## config.mk

```make
export PLATFORM = sky130hd
export DESIGN_NAME = gdr_ctrl
export DESIGN_NICKNAME = d
export VERILOG_FILES = /design/src/rtl/core/gdr_pkg.sv /design/src/rtl/core/gdr_ctrl.sv
export SDC_FILE = /design/constraint.sdc
export NUM_CORES = 1
export LEC_CHECK = 0
export CORE_UTILIZATION = 60
export CTS_CLUSTER_DIAMETER = 40
export DETAILED_ROUTE_END_ITERATION = 8
export DONT_BUFFER_PORTS = 1
export PLACE_DENSITY = 0.76
export SYNTH_ARGS = -nofsm -noshare
export SYNTH_HDL_FRONTEND = slang
export SYNTH_SLANG_ARGS = --single-unit
```

## constraint.sdc

```tcl
create_clock -name clk -period 2.56 [get_ports clk]
set_clock_uncertainty 0.1 [all_clocks]
set_input_delay 0.512 -clock clk [delete_from_list [all_inputs] [get_ports clk]]
set_output_delay 0.512 -clock clk [all_outputs]
set_load 0.01 [all_outputs]
```

## src/rtl/core/gdr_pkg.sv

```systemverilog
// Shared types, constants and command codes of the grid DDA column raycaster.
package gdr_pkg;

  localparam int MAP_DIM    = 64;
  localparam int MAP_BITS   = $clog2(MAP_DIM);
  localparam int MAP_DEPTH  = MAP_DIM * MAP_DIM;
  localparam int MAX_STEPS  = 128;
  localparam int STEP_W     = $clog2(MAX_STEPS);
  localparam int MAX_SCREEN = 1024;

  localparam int CAM_W = 16;
  localparam int VEC_W = 16;
  localparam int DIM_W = 11;
  localparam int COL_W = 10;
  localparam int CFG_W = 16;
  localparam int IDX_W = 3;

  localparam int NUM_W  = 13;
  localparam int OPD_W  = 29;
  localparam int PROD_W = 2 * OPD_W;
  localparam int RAY_W  = 29;
  localparam int MAG_W  = 28;
  localparam int DVD_W  = 29;
  localparam int CNT_W  = $clog2(DVD_W + 1);
  localparam int PP_W   = 46;
  localparam int POS_W  = MAP_BITS + 2;
  localparam int FRC_W  = 11;
  localparam int NUMD_W = 19;

  localparam logic [1:0] KIND_NONE = 2'd3;
  localparam logic [15:0] DIST_MAX = 16'hFFFF;

  localparam logic [IDX_W-1:0] REG_CAM_X  = 3'd0;
  localparam logic [IDX_W-1:0] REG_CAM_Y  = 3'd1;
  localparam logic [IDX_W-1:0] REG_DIR_X  = 3'd2;
  localparam logic [IDX_W-1:0] REG_DIR_Y  = 3'd3;
  localparam logic [IDX_W-1:0] REG_PL_X   = 3'd4;
  localparam logic [IDX_W-1:0] REG_PL_Y   = 3'd5;
  localparam logic [IDX_W-1:0] REG_WIDTH  = 3'd6;
  localparam logic [IDX_W-1:0] REG_HEIGHT = 3'd7;

  localparam logic FUNC_WRITE = 1'b0;

  localparam logic [4:0] OP_NONE     = 5'd0;
  localparam logic [4:0] OP_CLEAR    = 5'd1;
  localparam logic [4:0] OP_WRITE    = 5'd2;
  localparam logic [4:0] OP_LOAD     = 5'd3;
  localparam logic [4:0] OP_MUL_RX   = 5'd4;
  localparam logic [4:0] OP_DIV_RX   = 5'd5;
  localparam logic [4:0] OP_SET_RX   = 5'd6;
  localparam logic [4:0] OP_MUL_RY   = 5'd7;
  localparam logic [4:0] OP_DIV_RY   = 5'd8;
  localparam logic [4:0] OP_SET_RY   = 5'd9;
  localparam logic [4:0] OP_INIT     = 5'd10;
  localparam logic [4:0] OP_MUL_A    = 5'd11;
  localparam logic [4:0] OP_MUL_B    = 5'd12;
  localparam logic [4:0] OP_SET_PB   = 5'd13;
  localparam logic [4:0] OP_STEP     = 5'd14;
  localparam logic [4:0] OP_READ     = 5'd15;
  localparam logic [4:0] OP_NEXT     = 5'd16;
  localparam logic [4:0] OP_DIV_DIST = 5'd17;
  localparam logic [4:0] OP_SET_DIST = 5'd18;
  localparam logic [4:0] OP_DIV_LH   = 5'd19;
  localparam logic [4:0] OP_SLICE    = 5'd20;
  localparam logic [4:0] OP_OUT      = 5'd21;

  typedef struct packed {
    logic             func;
    logic [5:0]       cell_col;
    logic [5:0]       cell_row;
    logic [1:0]       cell_kind;
    logic [COL_W-1:0] column;
  } in_item_t;

  typedef struct packed {
    logic [COL_W-1:0] column_out;
    logic [1:0]       wall_kind;
    logic [15:0]      wall_distance;
    logic [9:0]       slice_top;
    logic [9:0]       slice_bottom;
  } out_item_t;

  typedef struct packed {
    logic [4:0] op;
  } cmd_t;

  typedef struct packed {
    logic clear_last;
    logic in_map;
    logic cell_hit;
    logic step_last;
    logic dist_bad;
    logic dist_zero;
    logic div_busy;
    logic out_free;
  } stat_t;

endpackage

```

## src/rtl/core/gdr_ctrl.sv

```systemverilog
// Sequencer that drives the raycaster datapath one command per cycle.
module gdr_ctrl (
  input  logic          clk,
  input  logic          rst,
  input  logic          in_valid,
  input  logic          func,
  output logic          in_stall,
  input  gdr_pkg::stat_t stat,
  output gdr_pkg::cmd_t  cmd
);

  localparam logic [4:0] ST_CLEAR = 5'd0;
  localparam logic [4:0] ST_IDLE  = 5'd1;
  localparam logic [4:0] ST_MRX   = 5'd2;
  localparam logic [4:0] ST_DRX   = 5'd3;
  localparam logic [4:0] ST_WRX   = 5'd4;
  localparam logic [4:0] ST_MRY   = 5'd5;
  localparam logic [4:0] ST_DRY   = 5'd6;
  localparam logic [4:0] ST_WRY   = 5'd7;
  localparam logic [4:0] ST_INIT  = 5'd8;
  localparam logic [4:0] ST_MA    = 5'd9;
  localparam logic [4:0] ST_MB    = 5'd10;
  localparam logic [4:0] ST_PB    = 5'd11;
  localparam logic [4:0] ST_STEP  = 5'd12;
  localparam logic [4:0] ST_ADDR  = 5'd13;
  localparam logic [4:0] ST_TEST  = 5'd14;
  localparam logic [4:0] ST_DDIST = 5'd15;
  localparam logic [4:0] ST_WDIST = 5'd16;
  localparam logic [4:0] ST_SL    = 5'd17;
  localparam logic [4:0] ST_WLH   = 5'd18;
  localparam logic [4:0] ST_FIN   = 5'd19;

  logic [4:0] state, state_next;

  always_ff @(posedge clk) begin
    if (rst) begin
      state <= ST_CLEAR;
    end else begin
      state <= state_next;
    end
  end

  assign in_stall = (state != ST_IDLE);

  always_comb begin
    state_next = state;
    cmd.op = gdr_pkg::OP_NONE;
    case (state)
      ST_CLEAR: begin
        cmd.op = gdr_pkg::OP_CLEAR;
        if (stat.clear_last) state_next = ST_IDLE;
      end
      ST_IDLE: begin
        if (in_valid) begin
          if (func == gdr_pkg::FUNC_WRITE) begin
            cmd.op = gdr_pkg::OP_WRITE;
          end else begin
            cmd.op = gdr_pkg::OP_LOAD;
            state_next = ST_MRX;
          end
        end
      end
      ST_MRX: begin
        cmd.op = gdr_pkg::OP_MUL_RX;
        state_next = ST_DRX;
      end
      ST_DRX: begin
        cmd.op = gdr_pkg::OP_DIV_RX;
        state_next = ST_WRX;
      end
      ST_WRX: begin
        if (!stat.div_busy) begin
          cmd.op = gdr_pkg::OP_SET_RX;
          state_next = ST_MRY;
        end
      end
      ST_MRY: begin
        cmd.op = gdr_pkg::OP_MUL_RY;
        state_next = ST_DRY;
      end
      ST_DRY: begin
        cmd.op = gdr_pkg::OP_DIV_RY;
        state_next = ST_WRY;
      end
      ST_WRY: begin
        if (!stat.div_busy) begin
          cmd.op = gdr_pkg::OP_SET_RY;
          state_next = ST_INIT;
        end
      end
      ST_INIT: begin
        cmd.op = gdr_pkg::OP_INIT;
        state_next = ST_MA;
      end
      ST_MA: begin
        cmd.op = gdr_pkg::OP_MUL_A;
        state_next = ST_MB;
      end
      ST_MB: begin
        cmd.op = gdr_pkg::OP_MUL_B;
        state_next = ST_PB;
      end
      ST_PB: begin
        cmd.op = gdr_pkg::OP_SET_PB;
        state_next = stat.in_map ? ST_STEP : ST_FIN;
      end
      ST_STEP: begin
        cmd.op = gdr_pkg::OP_STEP;
        state_next = ST_ADDR;
      end
      ST_ADDR: begin
        if (stat.in_map) begin
          cmd.op = gdr_pkg::OP_READ;
          state_next = ST_TEST;
        end else begin
          state_next = ST_FIN;
        end
      end
      ST_TEST: begin
        cmd.op = gdr_pkg::OP_NEXT;
        if (stat.cell_hit) begin
          state_next = stat.dist_bad ? ST_SL : ST_DDIST;
        end else if (stat.step_last) begin
          state_next = ST_FIN;
        end else begin
          state_next = ST_STEP;
        end
      end
      ST_DDIST: begin
        cmd.op = gdr_pkg::OP_DIV_DIST;
        state_next = ST_WDIST;
      end
      ST_WDIST: begin
        if (!stat.div_busy) begin
          cmd.op = gdr_pkg::OP_SET_DIST;
          state_next = ST_SL;
        end
      end
      ST_SL: begin
        if (stat.dist_zero) begin
          cmd.op = gdr_pkg::OP_SLICE;
          state_next = ST_FIN;
        end else begin
          cmd.op = gdr_pkg::OP_DIV_LH;
          state_next = ST_WLH;
        end
      end
      ST_WLH: begin
        if (!stat.div_busy) begin
          cmd.op = gdr_pkg::OP_SLICE;
          state_next = ST_FIN;
        end
      end
      ST_FIN: begin
        if (stat.out_free) begin
          cmd.op = gdr_pkg::OP_OUT;
          state_next = ST_IDLE;
        end
      end
      default: begin
        state_next = ST_IDLE;
      end
    endcase
  end

endmodule

```

==> results.tsv, run 1 <==
metric	value	unit
met3_usage	0.0341	
rows	13	
drive_gt1_frac	0.129	
ys_warn_count	0	
core_area	1300	sq um
finalHoldViolations	0	
synth-edff-count	0	
worst_slack	0.213	ns
totalWireLength	2290	microns
synth_ff_type	dfxtp_1	
die_x	39.3	microns
io_pins	18	
crit_slowest_cell	dfxtp_1	
path_cells	or3_1 -> a22oi_1 -> o21a_1 -> o221ai_1	
clkLatencyLatePin	0.26	ns
vias	964	
post-route-min-period	2.35	ns
die_area	1550	sq um
post-route-util	0.671	
die_h	39.3	microns
cpPeakStageDelay	0.74	ns
start_kind	flip-flop	
grtUsageTotal	0.313	
drv_slew	0	
min_path_type	input pin to flip-flop	
drc	0	
ys_seq_area_frac	0.120	
cts_sinks	5	
crit_path_max_fanout	20	
place_congestion	0.922	
fillers	114	
areaGrowthSynthToFinish	4.49	%
crit_required	1.95	ns
cts_setup_buffers	0	
endpoint_kind	primary output	
largest_reg_flops	5	
grt-ovfl-total	0	
clk_pin_slew_worst_paths	0.05	ns
nets	129	
dr.first_iter.drc_count	37	
critPathTopFamily	flip-flops	
dp.final_hpwl	1630	microns
grt.met2_usage	0.542	
post-place-ws	0.441	ns
top_regs	state: 5 flops	
portBuffers	0	
dr.pass1.iters	4	
rsz0062_at_grt	no	
async_reset_ff_frac	0	
top_register	state	
grt_max_degree	23	
diodes	0	
met1_usage	0.408	
status	finished, final reports clean	
min_period_over_period	0.917	
cts-root-buf	clkbuf_4	
maxCapViolations	0	
cts_tree	built	
worst-setup-path-type	flip-flop to primary output	
antenna_found_initial	0	
grt_pass1_vias	748	
hold_buffers	0	
critPathArrivalTime	1.73	ns
netlist_area	836	sq um
syn_nets	129	
fin_tns_setup	0	ns
pwr_density_cell	919	nW/um^2
critPathBufInv	0	
h-tree-depth	1	
cts_max_path_buffers	2	
initial_core_util	0.642	
slew_headroom	0.555	
vias_per_cell	7.36	
vdd_ir_drop_max	0.541	mV
syn_inst	117	
fmax	426	MHz
ys_ff_latch	5	
post_cts_resized	0	
route.detailed.wl_per_inst	17.5	microns
finalSetupViolations	0	
tightest_slew	0.666	ns
drtAntennaViolNets	0	
grt_pass1_wl	3260	microns
p_leak	0.000276	uW
avgSynthCellArea	7.14	sq um
most-common-layout-cells	7 x nand2_1, 7 x nor2_1, 6 x nor2b_1	
hold_slack	0.221	ns
top_usage_layer	met2	
synth.distinct_cells	52	
numCtsBuffers	3	
==> final timing paths <==
kind	start	to	slack, ns	cells after the start
worst max-delay path	state[1]	cmd[0]	0.21	4
worst max register to register	state[1]	state[4]	0.49	4
worst min-delay path	rst	state[0]	0.22	1
worst min register to register	state[0]	state[0]	0.69	2
==> layout make-up <==
cell class	instances	area, sq um	share of cell area
sequential	5	100	0.115
inverter	5	18.8	0.0215
tap	15	18.8	0.0215
multi-input combinational	97	672	0.769
timing repair buffer	5	37.5	0.0430
clock buffer	4	26.3	0.0301
==> stage by stage <==
step           instances  area [sq um]  total power, uW
3_3_place_gp         127           847              679
6_report             131           873              803
2_1_floorplan        117           836              604
4_1_cts              131           873              794
3_5_place_dp         127           847              695
5_1_grt              131           873              872
==> power by group <==
part           switching, uW  internal (uW)  leakage [uW]  total, uW
sequential              79.5           98.8     0.0000409        178
clock                   38.5           59.3     0.0000150       97.8
combinational            285            242      0.000220        527
total                    403            400      0.000276        803
==> routing by layer <==
| layer | share of wire | routed length, microns | vias to the layer above |
|---|---|---|---|
| met2 | 0.47 | 1080 | 57 |
| met1 | 0.43 | 989 | 440 |
| met3 | 0.083 | 190 | 2 |
| met5 | 0 | 0 | - |
| li1 | - | - | 465 |
| met4 | 0.013 | 29 | 0 |
==> logic make-up after synthesis <==
kind of cell / Yosys count / share of synthesized area
flops: 5 / 0.120
compound gates: 39 / 0.364
simple gates: 55 / 0.409
buf+inv: 15 / 0.0763
xor+xnor: 3 / 0.0314
==> synth_stat cells, types with 4 or more instances <==
master    n  area share
nor2_1    7       0.031
buf_2     6       0.036
o21ai_0   5       0.030
nor2b_1   6       0.045
nand2_1   7       0.031
inv_1     4       0.018
dfxtp_1   5        0.12
nand3_1   4       0.024
nand2b_1  4       0.030
a31oi_1   5       0.037
(Power assumes the default switching activity.)
==> run 2: changes to the inputs <==
==> constraint.sdc (replaced) <==
create_clock -name clk -period 2.7 [get_ports clk]
set_clock_uncertainty 0.1 [all_clocks]
set_input_delay 0.54 -clock clk [delete_from_list [all_inputs] [get_ports clk]]
set_output_delay 0.54 -clock clk [all_outputs]
set_load 0.01 [all_outputs]
==> results.tsv, run 2 (synthesis gave the netlist of run 1 again) <==
metric	value	unit	change
final_cells	130		was 131
vdd_ir_drop_max	0.702	mV	was 0.541 mV
top_regs	state: 5 flops		unchanged
place_congestion	0.830		was 0.922
grt-ovfl-total	0		unchanged
min_period_over_period	0.925		
rsz0062_at_grt	no		unchanged
path_cells	or4b_1 -> a21oi_1 -> a41oi_1 -> o221ai_1		was or3_1 -> a22oi_1 -> o21a_1 -> o221ai_1
top_register	state		unchanged
fin_tns_setup	0	ns	unchanged
maxCapViolations	0		unchanged
cts_sinks	5		unchanged
areaGrowthSynthToFinish	3.59	%	was 4.49%
die_area	1550	sq um	unchanged
start_kind	flip-flop		unchanged
antenna_found_initial	0		unchanged
finalSetupViolations	0		unchanged
largest_reg_flops	5		unchanged
drc	0		unchanged
total_power	753	uW	was 803 uW
dp.final_hpwl	1610	microns	was 1630 microns
most-common-layout-cells	7 x nand2_1, 7 x nor2_1, 6 x nor2b_1		unchanged
dp.cells	126		was 127
initial_core_util	0.642		unchanged
die_x	39.3	microns	unchanged
critPathArrivalTime	1.86	ns	was 1.73 ns
drv_slew	0		unchanged
vias	955		was 964
grt_pass1_wl	3260	microns	about the same
cts_tree	built		unchanged
crit_path_max_fanout	16		was 20
clk_pin_slew_worst_paths	0.05	ns	about the same
fillers	116		was 114
finalHoldViolations	0		unchanged
slew_headroom	0.552		was 0.555
core_area	1300	sq um	unchanged
portBuffers	0		unchanged
tightest_slew	0.671	ns	was 0.666 ns
drtAntennaViolNets	0		unchanged
totalWireLength	2190	microns	was 2290 microns
numCtsBuffers	3		unchanged
cts_max_path_buffers	2		unchanged
fmax	400	MHz	
status	finished, final reports clean		unchanged
cts_setup_buffers	0		unchanged
rows	13		unchanged
dr.pass1.iters	4		unchanged
post_cts_resized	0		unchanged
pwr_density_cell	870	nW/um^2	was 919 nW/um^2
cts-root-buf	clkbuf_4		unchanged
endpoint_kind	primary output		unchanged
hold_buffers	0		unchanged
grt_pass1_vias	751		was 748
route.detailed.wl_per_inst	16.8	microns	was 17.5 microns
critPathBufInv	0		unchanged
post-route-min-period	2.50	ns	
nets	128		was 129
die_h	39.3	microns	unchanged
p_leak	0.000272	uW	was 0.000276 uW
cpPeakStageDelay	0.58	ns	was 0.74 ns
min_path_type	input pin to flip-flop		unchanged
drive_gt1_frac	0.122		was 0.129
crit_required	2.06	ns	was 1.95 ns
diodes	0		unchanged
clkLatencyLatePin	0.25	ns	was 0.26 ns
io_pins	18		unchanged
dr.first_iter.drc_count	30		was 37
grt_max_degree	23		unchanged
critPathTopFamily	simple AND/OR/NAND/NOR gates		was flip-flops
crit_slowest_cell	or4b_1		was dfxtp_1
worst-setup-path-type	flip-flop to primary output		unchanged
vias_per_cell	7.35		was 7.36
grtUsageTotal	0.310		was 0.313
h-tree-depth	1		unchanged
## run 2: cell count changes in the layout (fill, tap and decap cells not counted)
cell / before / now
buf_4: 5 / 4
## run 2: layer usage
| layer | wire [microns] | global-route usage | vias to the layer above |
|---|---|---|---|
| met5 | 0 | 0 | - |
| met4 | 33 | 0.103 | 0 |
| met3 | 183 | 0.0852 | 4 |
| met2 | 1040 | 0.475 | 51 |
| met1 | 936 | 0.414 | 439 |
| li1 | - | - | 461 |
## run 2: worst register-to-register path, delay by kind of cell (launching register included)
kind,cells,cell delay [ns]
flip-flops,1,0.74
AO/OA/AOI/OAI,2,0.39
AND/OR/NAND/NOR,2,0.77
## run 2: worst paths after layout
path	startpoint	end	slack [ns]	cells after the start
hold / removal	rst	state[2]	0.26	1
hold reg to reg	state[0]	state[0]	0.70	2
setup reg to reg	state[1]	state[4]	0.61	4
setup / recovery	state[2]	cmd[0]	0.20	4
## run 2: layout make-up
cell class                      count  area [sq um]  share of cell area
Clock buffer                        4          26.3              0.0303
Inverter                            5          18.8              0.0217
Multi-Input combinational cell     97           672               0.776
Sequential cell                     5           100               0.116
Tap cell                           15          18.8              0.0217
Timing Repair Buffer                4          30.0              0.0347
## run 2: report_power, final
part           internal (uW)  switching (uW)  total, uW  leakage, uW
combinational            226             253        478     0.000216
sequential              93.6            91.1        185    0.0000409
clock                   56.1            34.2       90.3    0.0000150
## run 2: through the flow
step	utilization	hold WS [ns]	area, sq um	setup slack, ns
final	0.665	0.261	866	0.202
after global routing	0.665	0.247	866	0.127
after CTS	0.665	0.254	866	0.219
after detailed placement	0.645	0.516	840	0.490
after global placement	0.645	0.516	840	0.525
after floorplan	-	0.509	836	0.582
